[src/rtl/core/lpht_pkg.sv]
// ============================================================================
// lpht_pkg - shared definitions of the linear probe hash table
// Field widths, operation and status codes, slot states and defaults.
// ============================================================================
package lpht_pkg;

  localparam int TABLE_DEPTH_DEF = 256;

  localparam int CFG_W    = 9;
  localparam int KIND_W   = 2;
  localparam int KEY_W    = 31;
  localparam int VAL_W    = 31;
  localparam int STATUS_W = 3;
  localparam int PROBE_W  = 9;
  localparam int COUNT_W  = 9;
  localparam int SLOT_W   = 2;

  localparam logic [CFG_W-1:0] TABLE_SIZE_RESET = 9'd256;

  // Modulo unit: dividend padded to MOD_BITS * MOD_STEPS bits.
  localparam int MOD_BITS  = 4;
  localparam int MOD_STEPS = 8;
  localparam int MOD_PAD_W = MOD_BITS * MOD_STEPS;

  localparam logic [KIND_W-1:0] KIND_FIND   = 2'd0;
  localparam logic [KIND_W-1:0] KIND_INSERT = 2'd1;
  localparam logic [KIND_W-1:0] KIND_ERASE  = 2'd2;
  localparam logic [KIND_W-1:0] KIND_UNUSED = 2'd3;

  localparam logic [STATUS_W-1:0] ST_DONE     = 3'd0;
  localparam logic [STATUS_W-1:0] ST_NOTFOUND = 3'd1;
  localparam logic [STATUS_W-1:0] ST_WRAP     = 3'd2;
  localparam logic [STATUS_W-1:0] ST_FULL     = 3'd3;
  localparam logic [STATUS_W-1:0] ST_EMPTY    = 3'd4;

  localparam logic [SLOT_W-1:0] SLOT_EMPTY = 2'd0;
  localparam logic [SLOT_W-1:0] SLOT_OCC   = 2'd1;
  localparam logic [SLOT_W-1:0] SLOT_DEL   = 2'd2;

endpackage

[src/rtl/core/lpht_mod_unit.sv]
// ============================================================================
// lpht_mod_unit - iterative key modulo table size
// Restoring remainder, MOD_BITS dividend bits per cycle over MOD_STEPS steps.
// ============================================================================
module lpht_mod_unit import lpht_pkg::*; #(
  parameter int SIZE_W = 9
) (
  input  logic              clk,
  input  logic              rst,
  input  logic              start,
  input  logic [KEY_W-1:0]  dividend,
  input  logic [SIZE_W-1:0] divisor,
  output logic              done,
  output logic [SIZE_W-1:0] remainder
);

  localparam int CNT_W = $clog2(MOD_STEPS);

  logic                 busy;
  logic [CNT_W-1:0]     cnt;
  logic [MOD_PAD_W-1:0] shreg;
  logic [SIZE_W-1:0]    rem_next;

  // Each bit step keeps the partial remainder below the divisor.
  always_comb begin
    logic [SIZE_W:0] r;
    r = {1'b0, remainder};
    for (int i = 0; i < MOD_BITS; i++) begin
      r = {r[SIZE_W-1:0], shreg[MOD_PAD_W-1-i]};
      if (r >= {1'b0, divisor}) begin
        r = r - {1'b0, divisor};
      end
    end
    rem_next = r[SIZE_W-1:0];
  end

  always_ff @(posedge clk) begin
    if (rst) begin
      busy <= 1'b0;
      done <= 1'b0;
      cnt  <= '0;
    end else begin
      done <= busy && !start && (cnt == CNT_W'(MOD_STEPS - 1));
      if (start) begin
        busy      <= 1'b1;
        cnt       <= '0;
        shreg     <= MOD_PAD_W'(dividend);
        remainder <= '0;
      end else if (busy) begin
        remainder <= rem_next;
        shreg     <= shreg << MOD_BITS;
        cnt       <= cnt + CNT_W'(1);
        if (cnt == CNT_W'(MOD_STEPS - 1)) begin
          busy <= 1'b0;
        end
      end
    end
  end

endmodule

[config.mk]
export PLATFORM = sky130hd
export DESIGN_NAME = lpht_mod_unit
export DESIGN_NICKNAME = d
export VERILOG_FILES = /design/src/rtl/core/lpht_pkg.sv /design/src/rtl/core/lpht_mod_unit.sv
export SDC_FILE = /design/constraint.sdc
export NUM_CORES = 1
export LEC_CHECK = 0
export BUFFER_PORTS_ARGS = -buffer_cell sky130_fd_sc_hd__buf_2
export CORE_MARGIN = 2
export CORE_UTILIZATION = 55
export CTS_CLUSTER_DIAMETER = 80
export DETAILED_ROUTE_END_ITERATION = 10
export GPL_TIMING_DRIVEN = 1
export HOLD_SLACK_MARGIN = 0.02
export PLACE_DENSITY = 0.77
export SLEW_MARGIN = 20
export SYNTH_ARGS = -nofsm -noshare
export SYNTH_HDL_FRONTEND = slang
export SYNTH_SLANG_ARGS = --single-unit
[constraint.sdc]
create_clock -name clk -period 11.9 [get_ports clk]
set_input_delay 1.19 -clock clk [delete_from_list [all_inputs] [get_ports clk]]
set_output_delay 1.19 -clock clk [all_outputs]
set_load 0.01 [all_outputs]
; After elaboration in Yosys (flattened, before gate mapping)
; Cells that the tools add are included.
[totals]
register_bits = 46
input_bits = 43
[classes]
addsub = 5
magnitude_cmp = 4
n_eq_ne = 1
mux = 10
n_bitwise = 1
reduce_logical = 6
[ops]
columns = cell, count
row1 = $mux 9, 5
row2 = $ge 10x9->1, 4
row3 = $sub 9x9->9, 4
row4 = $mux 32, 1
row5 = $mux 31, 1
row6 = $add 3x1->3 const B, 1
row7 = $eq 3x3->1 const B, 1
row8 = $mux 1, 3
row9 = $logic_and 1x1->1, 2
row10 = $reduce_and 2->1, 1
row11 = $reduce_bool 2->1, 1
row12 = $reduce_or 2->1, 1
row13 = $logic_not 1->1, 1
row14 = $not 1->1, 1

; Depth between registers and ports, before layout
; Gate-level depths: netlist of the first run.
[logic_depth]
word_depth = 9
mapped_depth = 39
ltp_nobuf = 36

; Worst setup path after synthesis of the first run
; Ideal clock, no wire load.
[synth_timing]
path_type = input-to-reg
from = input port divisor[1]
to = register remainder[0], data pin
t_arrival_ns = 8.892
required_ns = 11.640
setup_slack_ns = 2.748
cell_stages = 35
path_cell_list = inv_1 > fa_1 > a211oi_2 > o211ai_1 > and2_4 > o41ai_1 > nand2_1 > o21ai_0 > inv_1 > fa_1 > nand2b_1 > a21oi_1 > o21ba_2 > o21ai_0 > nand3_1 > clkbuf_1 > a21oi_1 > fa_1 > a21o_1 > a21o_1 > a211o_1 > a221o_1 > a31o_2 > o21ai_4 > a22oi_1 > fa_1 > a21o_1 > a21oi_1 > o22ai_1 > nor2_1 > o21ai_0 > a21o_1 > a221oi_2 > buf_6 > mux2_4
[synth_between]
elab_chain_len = 9
elab_cells_between_ends = 12
[synth_lines]
columns = item, line_no
row1 = from (decl), lpht_mod_unit.sv:12  ; input logic [SIZE_W-1:0] divisor,
row2 = $sub 9x9->9 / $ge 10x9->1 (equally long branches), "lpht_mod_unit.sv:31, lpht_mod_unit.sv:30"
row3 = $mux 9, lpht_mod_unit.sv:30  ; if (r >= {1'b0, divisor}) begin
row4 = $sub 9x9->9 / $ge 10x9->1 (equally long branches), "lpht_mod_unit.sv:31, lpht_mod_unit.sv:30"
row5 = $mux 9, lpht_mod_unit.sv:30
row6 = $sub 9x9->9 / $ge 10x9->1 (equally long branches), "lpht_mod_unit.sv:31, lpht_mod_unit.sv:30"
row7 = $mux 9, lpht_mod_unit.sv:30
row8 = $ge 10x9->1 *, lpht_mod_unit.sv:30
row9 = $mux 9 *, lpht_mod_unit.sv:30
row10 = $mux 9 *, lpht_mod_unit.sv:49  ; end else if (busy) begin
row11 = to (signal assigned), lpht_mod_unit.sv:50  ; remainder <= rem_next;
row12 = to (decl), lpht_mod_unit.sv:14  ; output logic [SIZE_W-1:0] remainder
; Every way passes the cells marked *; elsewhere a longest branch is shown, timed or not. The select of a mux whose other input is x is not followed.
; A chain may end at the register's enable or synchronous reset.

; Worst setup path after layout of the first run
[layout_timing]
from = input port divisor[0]
to = register remainder[0], data pin
[layout_between]
elab_chain_len = 9
elab_cells_between_ends = 13
[layout_lines]
columns = item, line_no
row1 = $sub 9x9->9 / $ge 10x9->1 (equally long branches), "lpht_mod_unit.sv:31, lpht_mod_unit.sv:30"
row2 = $mux 9, lpht_mod_unit.sv:30
row3 = $sub 9x9->9 / $ge 10x9->1 (equally long branches), "lpht_mod_unit.sv:31, lpht_mod_unit.sv:30"
row4 = $mux 9, lpht_mod_unit.sv:30
row5 = $sub 9x9->9 / $ge 10x9->1 (equally long branches), "lpht_mod_unit.sv:31, lpht_mod_unit.sv:30"
row6 = $mux 9, lpht_mod_unit.sv:30
row7 = $ge 10x9->1, lpht_mod_unit.sv:30
row8 = $mux 9 *, lpht_mod_unit.sv:30
row9 = $mux 9 *, lpht_mod_unit.sv:49
; Marked as above.

==> flow_summary.json, run 1 <==
{
  "worstMarginPinSlew_ns": 1.04,
  "initial_utilization_pct": 55.8,
  "ios": 53,
  "routabilityCongestion": 0.931,
  "drive_above_1_share_pct": 25.5,
  "drc_errors": 0,
  "core_area_sq_um": 7140,
  "grtUsageMet2_pct": 39.2,
  "final.setup.worst_slack_ns": 1.24,
  "ant_nets": 0,
  "htreeDepth": 2,
  "drv_slew": 0,
  "cp-start-kind": "input port",
  "port_buffers": 52,
  "rsz0062_at_grt": "no",
  "yosysMostFrequentCell": "edfxtp_1",
  "diodes": 0,
  "period_share_pct": 89.6,
  "worst_setup_path_end_kind": "flop",
  "drv_cap": 0,
  "numCtsBuffers": 5,
  "cp.required_ns": 11.95,
  "cp_common_cell": "a21o_1",
  "grt_pass1_wl_mm": 14.5,
  "pre_cts_ws_ns": 1.12,
  "syn_inst": 390,
  "syn-cell-area_sq_um": 3980,
  "grt_pass1_vias": 3094,
  "grt.met3_usage_pct": 3.51,
  "busiest_layer": "met2",
  "met1_usage_pct": 32.2,
  "insertion_delay_ns": 0.30,
  "fillers": 640,
  "relSlewSlack_pct": 30.5,
  "clk_path_buf_depth": 2,
  "avgSynthCellArea_sq_um": 10.2,
  "cp_slowest_cell": "a221oi_2",
  "rows": 31,
  "arrival_ns": 10.71,
  "cts_tree": "built",
  "hold_violations": 0,
  "postCtsHoldBufs": 0,
  "cts.sinks": 46,
  "vias_per_cell": 5.92,
  "synth_flop_cell": "edfxtp_1",
  "wl_per_cell_um": 16.8,
  "grt_remaining_overflow": 0,
  "yosysTopAreaCellShare_pct": 30.9,
  "async_reset_ff_share_pct": 0,
  "hp-class": "reg -> reg",
  "fmax_mhz": 93.8,
  "netlist_top_cells_area": "edfxtp_1, ha_1, mux2_2",
  "path_max_fanout": 11,
  "status": "finished clean",
  "drt-initial-drc-count": 182,
  "grt_use_total_pct": 23.9,
  "fin_tns_setup_ns": 0,
  "syn2layout_area_growth_pct": 11.2,
  "yosysSeqAreaShare_pct": 33.4,
  "drt-total-wl_mm": 9.05,
  "finish.utilization_pct": 62.0,
  "cts_resized": 0,
  "synth_nets": 475,
  "grt_max_degree": 46,
  "clkTransAtPathRegs_ns": 0.08,
  "synth_edf_count": 41,
  "finalSetupViolCount": 0,
  "ys_ff_latch": 46,
  "crit_type": "in -> reg",
  "place_inst": 530,
  "post-route-min-period_ns": 10.66,
  "nets": 524,
  "vias": 3189,
  "root_buffer": "clkbuf_8",
  "synth_warnings": 0,
  "ys_types": 61,
  "antenna_found_initial": 0,
  "die_height_um": 89.1,
  "dieArea_sq_um": 7930,
  "die_w_um": 89.1,
  "synth_common_cells": "edfxtp_1, ha_1, inv_1, mux2_2, a21oi_1",
  "place_hpwl_mm": 7.09,
  "netlist.top_cell.by_area": "edfxtp_1",
  "first_pass_iters": 5,
  "max_stage_delay_ns": 0.77,
  "post_cts_buffers": 0,
  "stdcell_count": 539,
  "skew_ns": 0.00755
}
## cells by family (layout without fill, tap and decap cells)
| family | Yosys count | in the layout | synth area share (%) |
|---|---|---|---|
| flops | 46 | 46 | 33.4 |
| compound gates | 91 | 91 | 16.3 |
| simple gates | 93 | 93 | 12.2 |
| xor+xnor | 25 | 25 | 5.50 |
| buf+inv | 43 | 93 | 4.53 |
| fa+ha+maj | 42 | 42 | 14.0 |
| mux | 50 | 50 | 14.1 |
## path summary, 6_finish.rpt
check                       to  slack [ns]       start  cells past startpoint
hold reg to reg         cnt[2]        0.54      cnt[2]                      2
hold / removal          cnt[2]        0.54      cnt[2]                      2
setup reg to reg  remainder[0]        1.87   shreg[31]                     35
setup / recovery  remainder[0]        1.24  divisor[0]                     35
## through the flow
step | cell area, sq um | hold slack (ns)
after floorplan | 3980 | 0.497
after global placement | 4310 | 0.517
after detailed placement | 4310 | 0.529
after CTS | 4400 | 0.555
after global routing | 4420 | 0.568
final | 4420 | 0.542
## worst max-delay path: cells and delay by family
family / cells / cell delay (ns)
AO/OA/AOI/OAI: 20 / 5.79
adder cells (fa/ha/maj): 5 / 1.62
buffers and inverters: 3 / 0.40
multiplexers: 1 / 0.35
AND/OR/NAND/NOR: 6 / 1.37
## flip-flops by register name, indices dropped and copies added, names as in the netlist
signal and count:
busy 1, cnt 3, done 1, remainder 9, shreg 32
## routing by layer
metal  vias to the layer above  part of all wire, %
li1                       1553                    -
met1                      1508                   44
met2                       112                   48
met3                        16                  5.5
met4                         0                  2.3
met5                         -                    0
## cell type report
| class | instances | area [sq um] | area share (%) |
|---|---|---|---|
| clock buffers | 5 | 68.8 | 1.56 |
| clock inverters | 3 | 21.3 | 0.481 |
| inverters | 32 | 123 | 2.77 |
| multi-input cells | 301 | 2480 | 56.0 |
| flip-flops and latches | 46 | 1330 | 30.1 |
| well taps | 99 | 124 | 2.80 |
| repair buffers | 53 | 280 | 6.33 |
## cell usage in the layout, fill, tap and decap left out, types with 16 or more instances in the layout
cell type  instances
buf_2             52
mux2_2            31
nand2_1           21
ha_1              38
a21oi_1           22
o21ai_0           19
mux2i_1           16
inv_1             31
nor2_1            19
edfxtp_1          41
Power of run 1 is not shown: default switching activity piles up to over one toggle a cycle in this logic, so the estimate is an artifact.
==> inputs of run 2 (changes only) <==
--- a/config.mk
+++ b/config.mk
@@ -7,12 +7,12 @@
 export LEC_CHECK = 0
 export BUFFER_PORTS_ARGS = -buffer_cell sky130_fd_sc_hd__buf_2
 export CORE_MARGIN = 2
-export CORE_UTILIZATION = 55
+export CORE_UTILIZATION = 59
 export CTS_CLUSTER_DIAMETER = 80
 export DETAILED_ROUTE_END_ITERATION = 10
 export GPL_TIMING_DRIVEN = 1
 export HOLD_SLACK_MARGIN = 0.02
-export PLACE_DENSITY = 0.77
+export PLACE_DENSITY = 0.81
 export SLEW_MARGIN = 20
 export SYNTH_ARGS = -nofsm -noshare
 export SYNTH_HDL_FRONTEND = slang
==> run 2 against run 1 <==
  * Flip-flop and latch count stayed put
  * Die area is 6.5% lower
  * Clock skew is 0.0045 ns higher
==> flow_summary.json, run 2 (same netlist as run 1, synthesis figures left out) <==
{
  "status": "finished clean",
  "largest_reg_flops": 32,
  "min_path_cells": 1,
  "crit_type": "in -> reg",
  "grt_pass1_vias": 3289,
  "antenna_found_initial": 0,
  "relSlewSlack_pct": 27.6,
  "fillers": 496,
  "port_buffers": 52,
  "grt_remaining_overflow": 0,
  "fin_tns_setup_ns": 0,
  "rows": 29,
  "dieArea_sq_um": 7420,
  "rr_worst_depth": 34,
  "rsz0062_at_grt": "no",
  "htreeDepth": 2,
  "drt-initial-drc-count": 227,
  "cts_tree": "built",
  "multi_input_area_sq_um": 2480,
  "final_common_cell": "buf_2",
  "fmax_mhz": 93.9,
  "cp-start-kind": "input port",
  "post-route-min-period_ns": 10.65,
  "post_cts_buffers": 0,
  "seq_area_sq_um": 1330,
  "cp_common_cell": "a21o_1",
  "clk_path_buf_depth": 2,
  "nets": 524,
  "min_to": "shreg[31]",
  "insertion_delay_ns": 0.30,
  "hold_violations": 0,
  "drc_errors": 0,
  "largest_register": "shreg",
  "vias_per_cell": 6.26,
  "grt_pass1_wl_mm": 15.3,
  "diodes": 0,
  "drive_above_1_share_pct": 25.2,
  "worst_setup_path_end_kind": "flop",
  "root_buffer": "clkbuf_8",
  "reg_top3": "shreg x32, remainder x9, cnt x3",
  "ant_nets": 0,
  "drv_cap": 0,
  "routabilityCongestion": 1.02,
  "hold_slack_ns": 0.538,
  "initial_utilization_pct": 62.0,
  "grt_max_degree": 46,
  "cp_slowest_cell": "a221oi_2",
  "place_hpwl_mm": 7.26,
  "numCtsBuffers": 5,
  "crit_buf_inv": 2,
  "period_share_pct": 89.5,
  "arrival_ns": 10.71,
  "wl_per_cell_um": 18.2,
  "syn2layout_area_growth_pct": 10.4,
  "die_height_um": 86.1,
  "cts.sinks": 46,
  "postCtsHoldBufs": 0,
  "max_stage_delay_ns": 0.80,
  "drt-total-wl_mm": 9.39,
  "clkTransAtPathRegs_ns": 0.08,
  "cp.required_ns": 11.96,
  "drv_slew": 0,
  "r2r_start": "shreg[31]",
  "vias": 3238,
  "finalSetupViolCount": 0,
  "core_area_sq_um": 6420,
  "final_cell_mix": "buf_2, edfxtp_1, ha_1",
  "ff2ff_setup_slack_ns": 1.85,
  "skew_ns": 0.0121,
  "regToRegEndpoint": "remainder[1]",
  "critPathTopFamily": "compound AO/OA/AOI/OAI gates",
  "worstMarginPinSlew_ns": 1.09,
  "first_pass_iters": 5,
  "grt_use_total_pct": 26.5,
  "cts_resized": 0,
  "hp-class": "reg -> reg",
  "die_w_um": 86.1,
  "holdCritStartpoint": "shreg[27]",
  "path_max_fanout": 11,
  "ios": 53
}
## run 2: cell count changes in the layout (fill, tap and decap cells not counted)
cell / delta
clkinvlp_4: -1
clkbuf_1: +1
## run 2: worst max-delay path by stage
| stage | from | endpoint | slack (ns) | depth (start not counted) |
|---|---|---|---|---|
| floorplan | divisor[1] | remainder[0] | 2.75 | 35 |
| global placement | divisor[1] | remainder[0] | 1.43 | 33 |
| detailed placement | divisor[1] | remainder[1] | 1.21 | 33 |
| CTS | divisor[1] | remainder[1] | 1.48 | 33 |
| global route | divisor[1] | remainder[0] | 0.76 | 33 |
| finish | divisor[1] | remainder[1] | 1.25 | 33 |
## run 2: area by class of cell
type | count | share of cell area, %
Clock buffer | 6 | 1.65
Clock inverter | 2 | 0.313
Inverter | 32 | 2.79
Multi-Input combinational cell | 301 | 56.4
Sequential cell | 46 | 30.3
Tap cell | 77 | 2.19
Timing Repair Buffer | 53 | 6.38
## run 2: stage by stage
step	setup slack [ns]	std cells	instance area [sq um]	utilization, %
finish	1.25	517	4390	68.4
global route	0.758	517	4390	68.4
CTS	1.48	516	4370	68.1
detailed placement	1.21	508	4290	66.7
global placement	1.43	508	4290	66.7
floorplan	2.75	390	3980	-
## run 2: routing by layer
| layer | global-route usage, % | vias up | share of wire (%) |
|---|---|---|---|
| met4 | 11.3 | 0 | 3.4 |
| li1 | - | 1552 | - |
| met3 | 4.43 | 29 | 7.1 |
| met2 | 43.6 | 146 | 46 |
| met5 | 0 | - | 0 |
| met1 | 34.4 | 1511 | 43 |
Power of run 2 is left out for the same reason.
==> inputs of run 3 (changes only) <==
--- a/config.mk
+++ b/config.mk
@@ -5,6 +5,7 @@
 export SDC_FILE = /design/constraint.sdc
 export NUM_CORES = 1
 export LEC_CHECK = 0
+export ABC_AREA = 1
 export BUFFER_PORTS_ARGS = -buffer_cell sky130_fd_sc_hd__buf_2
 export CORE_MARGIN = 2
 export CORE_UTILIZATION = 59
@@ -17,3 +18,4 @@
 export SYNTH_ARGS = -nofsm -noshare
 export SYNTH_HDL_FRONTEND = slang
 export SYNTH_SLANG_ARGS = --single-unit
+export TNS_END_PERCENT = 30
==> run 3 against run 2 <==
  * Synthesized area about the same
  * Highest routed layer unchanged
  * Wire length down 1.2%
  * Clock skew is 0.0050 ns lower
  * Synthesized cell count is 40% higher
  * Worst hold slack worse by 0.067 ns
  * Largest cell class unchanged
  * Cell count grew 30%
  * Cell area is 0.43% lower
  * First-iteration DRC count decreased by 15%
  * Critical endpoint is now remainder[2]
==> flow_summary.json, run 3 <==
{
  "ios": 53,
  "diodes": 0,
  "cts_tree": "built",
  "die_height_um": 86.2,
  "path_max_fanout": 13,
  "synth_warnings": 0,
  "max_stage_delay_ns": 0.48,
  "fmax_mhz": 118,
  "worstMarginPinSlew_ns": 1.00,
  "final_common_cell": "nand2_1",
  "grt_pass1_vias": 3442,
  "numCtsBuffers": 5,
  "antenna_found_initial": 0,
  "routabilityCongestion": 0.958,
  "grt_remaining_overflow": 0,
  "cp_common_cell": "nand2_1",
  "avgSynthCellArea_sq_um": 7.31,
  "root_buffer": "clkbuf_8",
  "synth_edf_count": 41,
  "cp_slowest_cell": "ha_1",
  "grt_use_total_pct": 25.9,
  "wl_per_cell_um": 13.9,
  "relSlewSlack_pct": 33.2,
  "vias_per_cell": 5.34,
  "critPathTopFamily": "compound AO/OA/AOI/OAI gates",
  "crit_buf_inv": 5,
  "synth_common_cells": "nand2_1, inv_1, edfxtp_1, ha_1, nor2_1",
  "syn-cell-area_sq_um": 3980,
  "status": "finished clean",
  "fillers": 567,
  "vias": 3575,
  "drive_above_1_share_pct": 13.5,
  "insertion_delay_ns": 0.29,
  "ff2ff_setup_slack_ns": 3.97,
  "hold_violations": 0,
  "finalSetupViolCount": 0,
  "place_inst": 662,
  "grt_max_degree": 42,
  "fin_tns_setup_ns": 0,
  "dieArea_sq_um": 7430,
  "arrival_ns": 8.52,
  "syn2layout_area_growth_pct": 9.80,
  "cp.required_ns": 11.93,
  "post-route-min-period_ns": 8.50,
  "skew_ns": 0.00709,
  "drv_cap": 0,
  "cts.sinks": 46,
  "nets": 677,
  "async_reset_ff_share_pct": 0,
  "htreeDepth": 2,
  "largest_register": "shreg",
  "rsz0062_at_grt": "no",
  "post_cts_buffers": 0,
  "clkTransAtPathRegs_ns": 0.08,
  "largest_reg_flops": 32,
  "drt-total-wl_mm": 9.28,
  "port_buffers": 52,
  "netlist_top_cells_area": "edfxtp_1, nand2_1, ha_1",
  "core_area_sq_um": 6420,
  "ys_types": 40,
  "reg_top3": "shreg x32, remainder x9, cnt x3",
  "worst_setup_path_end_kind": "flop",
  "drt-initial-drc-count": 194,
  "hp-class": "reg -> reg",
  "syn_inst": 545,
  "ant_nets": 0,
  "cts_resized": 0,
  "drv_slew": 0,
  "ys_ff_latch": 46,
  "yosysSeqAreaShare_pct": 33.4,
  "crit_type": "in -> reg",
  "initial_utilization_pct": 62.0,
  "first_pass_iters": 6,
  "grt_pass1_wl_mm": 15.2,
  "finish.utilization_pct": 68.1,
  "postCtsHoldBufs": 0,
  "drc_errors": 0,
  "synth_nets": 630,
  "stdcell_count": 670,
  "rows": 29,
  "final_cell_mix": "nand2_1, inv_1, buf_2",
  "cp-start-kind": "input port",
  "synth_flop_cell": "edfxtp_1",
  "place_hpwl_mm": 7.38,
  "netlist.top_cell.by_area": "edfxtp_1",
  "clk_path_buf_depth": 2,
  "yosysMostFrequentCell": "nand2_1",
  "die_w_um": 86.2,
  "period_share_pct": 71.4,
  "yosysTopAreaCellShare_pct": 30.9
}
[run 3: path summary, 6_finish.rpt]
kind / startpoint / to / cells past startpoint
setup / recovery: divisor[2] / remainder[2] / 40
hold / removal: cnt[2] / cnt[2] / 2
setup reg to reg: shreg[31] / remainder[2] / 40
hold reg to reg: cnt[2] / cnt[2] / 2
[run 3: metal layers]
metal  track usage [%]  wire (um)
met1              34.3       4040
met2              43.0       4350
met3              3.81        575
met4              10.4        310
met5                 0          0
[run 3: cell families (layout without fill, tap and decap cells)]
logic type | after synthesis | count (layout) | share of synthesized area [%]
xor gates and xnor gates | 25 | 25 | 5.50
DFF | 46 | 46 | 33.4
buffers and inverters | 88 | 136 | 8.86
and+or+nand+nor | 289 | 289 | 30.5
adders and majority gates | 42 | 42 | 13.9
AOI/OAI and AO/OA | 55 | 55 | 7.76
[run 3: final cells by class]
type / count / area [sq um] / share of cell area (%)
clock buffers: 6 / 72.6 / 1.66
clock inverters: 2 / 13.8 / 0.315
inverters: 75 / 282 / 6.44
multi-input cells: 411 / 2310 / 52.8
flip-flops and latches: 46 / 1330 / 30.4
well taps: 77 / 96.3 / 2.20
repair buffers: 53 / 268 / 6.12
[run 3: tightest hold or removal path, cell delays in order (launching register included)]
cell and delay (ns):
dfxtp_1 0.32, nand2_1 0.06, a21oi_1 0.05
[run 3: per-stage QoR]
stage	hold WS, ns	cell area [sq um]	setup slack (ns)
after global placement	0.454	4290	3.51
after detailed placement	0.464	4290	3.27
after global routing	0.502	4370	2.66
after floorplan	0.443	3980	4.49
after CTS	0.476	4370	3.52
final	0.470	4370	3.40
Power of run 3 is left out for the same reason.
